[config.mk]
export PLATFORM = sky130hd
export DESIGN_NAME = modular_exponentiation
export DESIGN_NICKNAME = d
export VERILOG_FILES = /design/src/hw/rtl/mexp_pkg.sv /design/src/hw/rtl/modular_exponentiation.sv /design/src/hw/rtl/mexp_reduce.sv /design/src/hw/rtl/mexp_datapath.sv /design/src/hw/rtl/mexp_ctrl.sv
export SDC_FILE = /design/constraint.sdc
export NUM_CORES = 2
export LEC_CHECK = 0
export ABC_CLOCK_PERIOD_IN_PS = 10900
export BUFFER_PORTS_ARGS = -buffer_cell sky130_fd_sc_hd__buf_2
export CAP_MARGIN = 10
export CORE_MARGIN = 1.5
export CORE_UTILIZATION = 43
export CTS_CLUSTER_SIZE = 28
export DETAILED_ROUTE_END_ITERATION = 12
export SYNTH_ARGS = -nofsm -noshare
export SYNTH_HDL_FRONTEND = slang
export SYNTH_SLANG_ARGS = --single-unit
[constraint.sdc]
create_clock -name aclk -period 10.9 [get_ports aclk]
set_input_delay 1.09 -clock aclk [delete_from_list [all_inputs] [get_ports aclk]]
set_output_delay 1.09 -clock aclk [all_outputs]
set_load 0.05 [all_outputs]
[src/hw/rtl/mexp_pkg.sv]
// ----------------------------------------------------------------------------
// Modular exponentiation package
// Shared types and constants for the square-and-multiply exponentiation block.
// ----------------------------------------------------------------------------
`default_nettype none

package mexp_pkg;

    // Width of the external payload and configuration data ports.
    localparam int FIELD_W = 32;

    // Configuration register index.
    localparam int CFG_IDX_W = 1;
    localparam logic [CFG_IDX_W-1:0] REG_EXPONENT = 1'b0;
    localparam logic [CFG_IDX_W-1:0] REG_MODULUS  = 1'b1;

    // Controller states.
    typedef enum logic [2:0] {
        ST_IDLE,
        ST_SKIP,
        ST_SQ,
        ST_SQ_WAIT,
        ST_BM,
        ST_BM_WAIT,
        ST_NEXT,
        ST_FIN
    } state_t;

    // Commands from the controller to the datapath.
    typedef struct packed {
        logic load;          // capture message, set accumulator to one
        logic shift;         // advance to the next exponent bit
        logic mul_base_sel;  // multiplier takes the message instead of the accumulator
        logic red_start;     // launch a multiply and reduction
        logic acc_load;      // accumulator takes the remainder
        logic out_load;      // result register takes the accumulator
    } cmd_t;

    // Status from the datapath to the controller.
    typedef struct packed {
        logic exp_msb;       // current exponent bit
        logic cnt_zero;      // no exponent bits remain
        logic cnt_last;      // current bit is bit 0
        logic red_done;      // reduction finished, remainder valid
        logic out_free;      // result register can take a new value
    } status_t;

endpackage

`default_nettype wire

[src/hw/rtl/modular_exponentiation.sv]
// ----------------------------------------------------------------------------
// Modular exponentiation
// Raises each message word to a configured exponent modulo a configured
// modulus, using left-to-right square and multiply.
// ----------------------------------------------------------------------------
// Usage: write the exponent (index 0) and the modulus (index 1) through the
// cfg_* port while the block is idle. Each input transaction on s_* carries
// one message word; one output transaction on m_* returns the word raised to
// the exponent and reduced by the modulus. A zero exponent returns 1.
// Sequence: after acceptance, leading zero exponent bits are skipped. Each
// modular multiplication is done by the shared reduction unit, which
// retires two remainder bits per cycle. Every exponent bit from the top set
// bit down costs one squaring plus a step state (ST_NEXT), and a one bit
// adds a multiplication by the message.
// One item is processed at a time. The result sits in an output register, so
// the next transaction is accepted while a previous result waits for m_ready.
// A result that finds the output register still full waits there until the
// receiver takes the old one.
// Reset clears the exponent to 0, the modulus to 2 and drops any work.
// ----------------------------------------------------------------------------
`default_nettype none

module modular_exponentiation #(
    parameter int OPERAND_WIDTH = 32
) (
    input  wire logic                              aclk,
    input  wire logic                              aresetn,
    // Configuration write port.
    input  wire logic                              cfg_wr_en,
    input  wire logic [mexp_pkg::CFG_IDX_W-1:0]    cfg_index,
    input  wire logic [mexp_pkg::FIELD_W-1:0]      cfg_data,
    // Message input channel.
    input  wire logic                              s_valid,
    output logic                                   s_ready,
    input  wire logic [mexp_pkg::FIELD_W-1:0]      s_message_word,
    // Result output channel.
    output logic                                   m_valid,
    input  wire logic                              m_ready,
    output logic [mexp_pkg::FIELD_W-1:0]           m_power_result
);

    mexp_pkg::cmd_t    cmd;
    mexp_pkg::status_t status;

    // The controller sequences the exponent scan; it sees only status flags.
    mexp_ctrl u_ctrl (
        .aclk    (aclk),
        .aresetn (aresetn),
        .s_valid (s_valid),
        .s_ready (s_ready),
        .status  (status),
        .cmd     (cmd)
    );

    // The datapath holds the key, the operands, the multiplier, the
    // reduction unit and the output register.
    mexp_datapath #(
        .OPERAND_WIDTH (OPERAND_WIDTH)
    ) u_datapath (
        .aclk         (aclk),
        .aresetn      (aresetn),
        .cfg_wr_en    (cfg_wr_en),
        .cfg_index    (cfg_index),
        .cfg_data     (cfg_data),
        .message_word (s_message_word),
        .m_ready      (m_ready),
        .m_valid      (m_valid),
        .power_result (m_power_result),
        .cmd          (cmd),
        .status       (status)
    );

endmodule

`default_nettype wire

[src/hw/rtl/mexp_reduce.sv]
// ----------------------------------------------------------------------------
// Modular reduction unit
// Restoring remainder of a double-width product, two bits per cycle.
// ----------------------------------------------------------------------------
`default_nettype none

module mexp_reduce #(
    parameter int OPERAND_WIDTH = 32
) (
    input  wire logic                         aclk,
    input  wire logic                         aresetn,
    input  wire logic                         start,
    input  wire logic [2*OPERAND_WIDTH-1:0]   product,
    input  wire logic [OPERAND_WIDTH-1:0]     modulus,
    output logic                              done,
    output logic [OPERAND_WIDTH-1:0]          remainder
);

    localparam int W      = OPERAND_WIDTH;
    localparam int STEP_W = $clog2(W + 1);

    logic [2*W-1:0]    prod_sh_reg, prod_sh_next;
    logic [W-1:0]      rem_reg, rem_next;
    logic [STEP_W-1:0] step_reg;
    logic              busy_reg;
    logic              done_reg;

    // Two restoring steps per cycle. With a zero modulus the compare always
    // passes and the subtract is a no-op, leaving the low product bits.
    always_comb begin
        logic [W:0]     trial;
        logic [W-1:0]   r;
        logic [2*W-1:0] p;
        r = rem_reg;
        p = prod_sh_reg;
        for (int k = 0; k < 2; k++) begin
            trial = {r, p[2*W-1]};
            p     = {p[2*W-2:0], 1'b0};
            if (trial >= {1'b0, modulus}) begin
                trial = trial - {1'b0, modulus};
            end
            r = trial[W-1:0];
        end
        rem_next     = r;
        prod_sh_next = p;
    end

    always_ff @(posedge aclk) begin
        if (!aresetn) begin
            busy_reg <= 1'b0;
            done_reg <= 1'b0;
            step_reg <= '0;
        end else begin
            done_reg <= 1'b0;
            if (start) begin
                busy_reg <= 1'b1;
                step_reg <= STEP_W'(W);
            end else if (busy_reg) begin
                step_reg <= step_reg - STEP_W'(1);
                if (step_reg == STEP_W'(1)) begin
                    busy_reg <= 1'b0;
                    done_reg <= 1'b1;
                end
            end
        end
    end

    always_ff @(posedge aclk) begin
        if (start) begin
            prod_sh_reg <= product;
            rem_reg     <= '0;
        end else if (busy_reg) begin
            prod_sh_reg <= prod_sh_next;
            rem_reg     <= rem_next;
        end
    end

    assign done      = done_reg;
    assign remainder = rem_reg;

    a_start_loads: assert property (@(posedge aclk) disable iff (!aresetn)
        start |=> busy_reg && step_reg == STEP_W'(W))
        else $error("reduction did not start with a full step count");

    a_done_idle: assert property (@(posedge aclk) disable iff (!aresetn)
        done_reg |-> !busy_reg)
        else $error("reduction done while still busy");

    a_busy_steps: assert property (@(posedge aclk) disable iff (!aresetn)
        busy_reg |-> step_reg != '0)
        else $error("reduction busy with no steps left");

endmodule

`default_nettype wire

[src/hw/rtl/mexp_datapath.sv]
// ----------------------------------------------------------------------------
// Modular exponentiation datapath
// Key registers, operand registers, multiplier, reduction unit and result.
// ----------------------------------------------------------------------------
`default_nettype none

module mexp_datapath #(
    parameter int OPERAND_WIDTH = 32
) (
    input  wire logic                              aclk,
    input  wire logic                              aresetn,
    input  wire logic                              cfg_wr_en,
    input  wire logic [mexp_pkg::CFG_IDX_W-1:0]    cfg_index,
    input  wire logic [mexp_pkg::FIELD_W-1:0]      cfg_data,
    input  wire logic [mexp_pkg::FIELD_W-1:0]      message_word,
    input  wire logic                              m_ready,
    output logic                                   m_valid,
    output logic [mexp_pkg::FIELD_W-1:0]           power_result,
    input  wire mexp_pkg::cmd_t                    cmd,
    output mexp_pkg::status_t                      status
);

    localparam int W     = OPERAND_WIDTH;
    localparam int CNT_W = $clog2(W + 1);

    logic [W-1:0]     exp_cfg_reg;
    logic [W-1:0]     mod_cfg_reg;
    logic [W-1:0]     base_reg;
    logic [W-1:0]     acc_reg;
    logic [W-1:0]     exp_sh_reg;
    logic [CNT_W-1:0] cnt_reg;
    logic [W-1:0]     res_reg;
    logic             out_valid_reg;

    logic [W-1:0]     mul_b;
    logic [2*W-1:0]   product;
    logic [W-1:0]     remainder;
    logic             red_done;

    always_ff @(posedge aclk) begin
        if (!aresetn) begin
            exp_cfg_reg <= '0;
            mod_cfg_reg <= W'(2);
        end else if (cfg_wr_en) begin
            unique case (cfg_index)
                mexp_pkg::REG_EXPONENT: exp_cfg_reg <= cfg_data[W-1:0];
                mexp_pkg::REG_MODULUS:  mod_cfg_reg <= cfg_data[W-1:0];
                default: ;
            endcase
        end
    end

    always_ff @(posedge aclk) begin
        if (!aresetn) begin
            cnt_reg <= '0;
        end else if (cmd.load) begin
            cnt_reg <= CNT_W'(W);
        end else if (cmd.shift) begin
            cnt_reg <= cnt_reg - CNT_W'(1);
        end
    end

    always_ff @(posedge aclk) begin
        if (cmd.load) begin
            base_reg   <= message_word[W-1:0];
            acc_reg    <= W'(1);
            exp_sh_reg <= exp_cfg_reg;
        end else begin
            if (cmd.shift) begin
                exp_sh_reg <= {exp_sh_reg[W-2:0], 1'b0};
            end
            if (cmd.acc_load) begin
                acc_reg <= remainder;
            end
        end
        if (cmd.out_load) begin
            res_reg <= acc_reg;
        end
    end

    always_ff @(posedge aclk) begin
        if (!aresetn) begin
            out_valid_reg <= 1'b0;
        end else if (cmd.out_load) begin
            out_valid_reg <= 1'b1;
        end else if (m_ready) begin
            out_valid_reg <= 1'b0;
        end
    end

    // The product is registered inside the reduction unit.
    assign mul_b   = cmd.mul_base_sel ? base_reg : acc_reg;
    assign product = {{W{1'b0}}, acc_reg} * {{W{1'b0}}, mul_b};

    mexp_reduce #(
        .OPERAND_WIDTH (W)
    ) u_reduce (
        .aclk      (aclk),
        .aresetn   (aresetn),
        .start     (cmd.red_start),
        .product   (product),
        .modulus   (mod_cfg_reg),
        .done      (red_done),
        .remainder (remainder)
    );

    always_comb begin
        status.exp_msb  = exp_sh_reg[W-1];
        status.cnt_zero = (cnt_reg == '0);
        status.cnt_last = (cnt_reg == CNT_W'(1));
        status.red_done = red_done;
        status.out_free = !out_valid_reg || m_ready;
    end

    assign m_valid      = out_valid_reg;
    assign power_result = mexp_pkg::FIELD_W'(res_reg);

endmodule

`default_nettype wire

[src/hw/rtl/mexp_ctrl.sv]
// ----------------------------------------------------------------------------
// Modular exponentiation controller
// Sequences the exponent scan, square and multiply steps and result hand-off.
// ----------------------------------------------------------------------------
`default_nettype none

module mexp_ctrl (
    input  wire logic              aclk,
    input  wire logic              aresetn,
    input  wire logic              s_valid,
    output logic                   s_ready,
    input  wire mexp_pkg::status_t status,
    output mexp_pkg::cmd_t         cmd
);

    mexp_pkg::state_t state_reg, state_next;

    always_ff @(posedge aclk) begin
        if (!aresetn) begin
            state_reg <= mexp_pkg::ST_IDLE;
        end else begin
            state_reg <= state_next;
        end
    end

    always_comb begin
        state_next = state_reg;
        cmd        = '0;
        s_ready    = 1'b0;
        unique case (state_reg)
            mexp_pkg::ST_IDLE: begin
                s_ready = 1'b1;
                if (s_valid) begin
                    cmd.load   = 1'b1;
                    state_next = mexp_pkg::ST_SKIP;
                end
            end
            // Skip leading zero bits of the exponent.
            mexp_pkg::ST_SKIP: begin
                priority if (status.cnt_zero) begin
                    state_next = mexp_pkg::ST_FIN;
                end else if (status.exp_msb) begin
                    state_next = mexp_pkg::ST_SQ;
                end else begin
                    cmd.shift = 1'b1;
                end
            end
            mexp_pkg::ST_SQ: begin
                cmd.red_start = 1'b1;
                state_next    = mexp_pkg::ST_SQ_WAIT;
            end
            mexp_pkg::ST_SQ_WAIT: begin
                if (status.red_done) begin
                    cmd.acc_load = 1'b1;
                    state_next   = status.exp_msb ? mexp_pkg::ST_BM : mexp_pkg::ST_NEXT;
                end
            end
            mexp_pkg::ST_BM: begin
                cmd.red_start    = 1'b1;
                cmd.mul_base_sel = 1'b1;
                state_next       = mexp_pkg::ST_BM_WAIT;
            end
            mexp_pkg::ST_BM_WAIT: begin
                if (status.red_done) begin
                    cmd.acc_load = 1'b1;
                    state_next   = mexp_pkg::ST_NEXT;
                end
            end
            mexp_pkg::ST_NEXT: begin
                cmd.shift  = 1'b1;
                state_next = status.cnt_last ? mexp_pkg::ST_FIN : mexp_pkg::ST_SQ;
            end
            mexp_pkg::ST_FIN: begin
                if (status.out_free) begin
                    cmd.out_load = 1'b1;
                    state_next   = mexp_pkg::ST_IDLE;
                end
            end
            default: state_next = mexp_pkg::ST_IDLE;
        endcase
    end

    a_done_in_wait: assert property (@(posedge aclk) disable iff (!aresetn)
        status.red_done |-> (state_reg == mexp_pkg::ST_SQ_WAIT ||
                             state_reg == mexp_pkg::ST_BM_WAIT))
        else $error("reduction finished outside a wait state");

    a_out_free: assert property (@(posedge aclk) disable iff (!aresetn)
        cmd.out_load |-> status.out_free)
        else $error("result overwritten before it was taken");

    a_accept_starts: assert property (@(posedge aclk) disable iff (!aresetn)
        s_valid && s_ready |=> state_reg == mexp_pkg::ST_SKIP)
        else $error("accepted transaction did not start the exponent scan");

endmodule

`default_nettype wire
==> results.md <==
- Status: finished, final reports clean
- Signal arrival time at the worst endpoint: 10490 ps
- Via count: 36600
- Yosys Warn Count: 0
- Most frequent cell after synthesis: nand2_1
- Max-cap violations: 0
- Clock buffer depth: 3
- Leak Pwr: 24.9 nW
- Initial drt markers: 2602
- CTS sink count: 306
- Post-CTS Setup Inserts: 0
- Slew headroom: 0.207
- Post-synth top cells: nand2_1 (980), inv_1 (909), fa_1 (898)
- Peak Freq: 99.8 MHz
- Core footprint: 113000 um^2
- Nets: 6656
- Final ANT Viol Nets: 0
- Period minus WS final: 10020 ps
- Crit path kind: register to register
- Latest clock arrival within the worst-skew pair: 640 ps
- Area grow syn2layout: 6.88%
- Grt ovf: 0
- Pwr dens: 154 nW/um^2
- Req. time, crit path: 11370 ps
- Top cell type's share of synthesized area: 0.368
- CP Launch Type: register
- CTS buffer count: 38
- Synth unique cells: 71
- Die Y: 340 um
- CTS Hold Buffers Added: 0
- Cell with the most instances on the worst path: fa_1
- Final Power: 0.00807 W
- VDD IR max: 0.241 mV
- Setup violations, final: 0
- Worst setup EP type: register
- Post-synth EDFFs: 160
- Most used DFF post-synth: edfxtp_1
- Synthesized cell area: 48900 um^2
- First drt pass iteration count: 5
- RD Place Congestion: 0.911
- Vias/cell: 5.31
- Hold crit path type: register to register
- Total negative setup slack: 0 ps
- Post-synthesis sequential area ratio: 0.158
- Critical path buffers and inverters: 5
- TritonCTS clock tree: done
- Max stage delay cell, worst path: nand2_1
- CTS Root Cell: clkbuf_16
- Die W: 340 um
- Fin. Hold Viols: 0
- CP max stage delay: 890 ps
- Worst setup margin: 875 ps
- Port buffer count: 103
- Critical path's top delay family: adder cells
- Vias in the first global route: 38900
- Largest area contributor in the netlist: fa_1
- Routed length per instance: 20.7 um
- Total track usage: 0.254
- Worst-path clk slew: 60 ps
- Final Cell Area: 52300 um^2
- Fin. max-slew vios: 0
- Drt drc: 0
- CTS resizes: 0
- Cells after synthesis: 5425
- # IOs: 104
- Largest net degree at the start of global routing: 73
- FP Rows: 123
- HPWL Detailed: 109000 um
- Syn Nets: 6724
- Synth area leaders: fa_1 (37%), edfxtp_1 (9.8%), ha_1 (8.5%), nand2_1 (7.5%), inv_1 (7.0%)
- Initial antenna violation count: 11
- Final clock period utilization by the worst path: 0.920
- First-pass GRT wire length: 227000 um
- Worst-path fanout max: 26
- Layout cell share with drive strength beyond 1: 0.0535
- Async S/R FF share, synth: 0
- Flops & latches, synth: 306
- Routed wire length: 143000 um
- Final clock skew: 47.4 ps
- Worst slew pin tran: 1190 ps
- Starting Density: 0.434
- Die area: 116000 um^2
- Unrepaired setup endpoints after global routing: false
- Dpl ws: 992 ps
- Max reg flops: 64
- Placed Area: 50900 um^2
- Syn avg cell area: 9.01 um^2
- CTS H-tree depth: 2
==> worst reg2reg max path, cell delays in order (launching register included) <==
cell     delay, ps
dfxtp_1        600
and2_2         840
nand2_1        130
nand2_1        890
and2_1         280
fa_1           440
fa_1           510
inv_1           60
fa_1           500
fa_1           510
inv_1           50
fa_1           550
fa_1           450
fa_1           520
inv_1           90
fa_1           510
inv_1           60
ha_1           440
nand4_1        220
nor3_1         370
and3_1         270
nand4_1         90
o21ai_0        350
buf_4          210
o31a_1         170
a21oi_1        170
or4_1          510
nand3_1        100
==> kinds of logic (layout without fill, tap and decap cells) <==
logic type,after synthesis,count (layout),synth area share
and+or+nand+nor,1833,1833,0.179
AOI/OAI and AO/OA,683,683,0.0871
adders and majority gates,1229,1229,0.452
DFF,306,306,0.158
buffers and inverters,1219,1180,0.0942
other,0,4,0
xor gates and xnor gates,115,115,0.0206
muxes,40,40,0.00837
==> report_power, final <==
group | leakage, nW | switching, W | internal, W | total (W)
Combinational | 21.6 | 0.00300 | 0.00181 | 0.00481
Sequential | 2.71 | 0.000225 | 0.00168 | 0.00190
Clock | 0.636 | 0.000574 | 0.000777 | 0.00135
==> layer usage <==
| layer | part of all wire | routed length (um) | vias to the layer above | track usage |
|---|---|---|---|---|
| met2 | 0.46 | 65300 | 1229 | 0.406 |
| li1 | - | - | 16600 | - |
| met1 | 0.42 | 60700 | 18500 | 0.342 |
| met4 | 0.037 | 5230 | 4 | 0.0891 |
| met5 | 0.00022 | 32 | - | 0 |
| met3 | 0.081 | 11500 | 245 | 0.0564 |
==> area by class of cell <==
cell class | instances | area [um^2]
Antenna cell | 4 | 10.0
Timing Repair Buffer | 201 | 1280
Inverter | 910 | 3420
Clock buffer | 55 | 1120
Clock inverter | 14 | 198
Tap cell | 1500 | 1880
Multi-Input combinational cell | 3900 | 36600
Sequential cell | 306 | 7730
Fill cell | 10900 | 60400
==> path summary, 6_finish.rpt <==
| check | startpoint | end | slack (ps) | depth (start not counted) |
|---|---|---|---|---|
| setup / recovery | u_ctrl.state_reg[2] | u_datapath.u_reduce.prod_sh_reg[62] | 880 | 27 |
| hold / removal | u_datapath.mod_cfg_reg[3] | u_datapath.mod_cfg_reg[3] | 460 | 2 |
| setup reg to reg | u_ctrl.state_reg[2] | u_datapath.u_reduce.prod_sh_reg[62] | 880 | 27 |
| hold reg to reg | u_datapath.mod_cfg_reg[3] | u_datapath.mod_cfg_reg[3] | 460 | 2 |
==> stage by stage <==
stage | hold slack, ps | utilization | instances
after floorplan | 406 | - | 5425
after global placement | 450 | 0.452 | 6817
after detailed placement | 458 | 0.452 | 6817
after CTS | 467 | 0.464 | 6886
after global routing | 482 | 0.464 | 6886
final | 461 | 0.464 | 6890
==> placed cells by master (no fill, tap or decap), drive strengths merged, types with 5 or more instances in the layout <==
cell type,synthesis,final
nand2b,25,25
nor2,79,79
a2111oi,6,6
ha,331,331
xor2,45,45
dfxtp,146,146
nand4,26,26
nor3b,10,10
buf,17,201
clkbuf,292,55
or3,6,6
nor2b,101,101
o21ai,192,192
nor3,29,29
fa,898,898
clkinv,0,5
a21boi,75,75
o21a,33,33
o211ai,9,9
edfxtp,160,160
nor4,6,6
inv,910,915
xnor2,70,70
and3,18,18
mux2,7,7
o31a,7,7
nand3,39,39
a21oi,183,183
nand2,981,981
a211oi,18,18
o22ai,5,5
a31oi,18,18
mux2i,33,33
o21bai,25,25
o31ai,9,9
and2,500,500
a21o,56,56
Power figures use the tool's default switching activity.
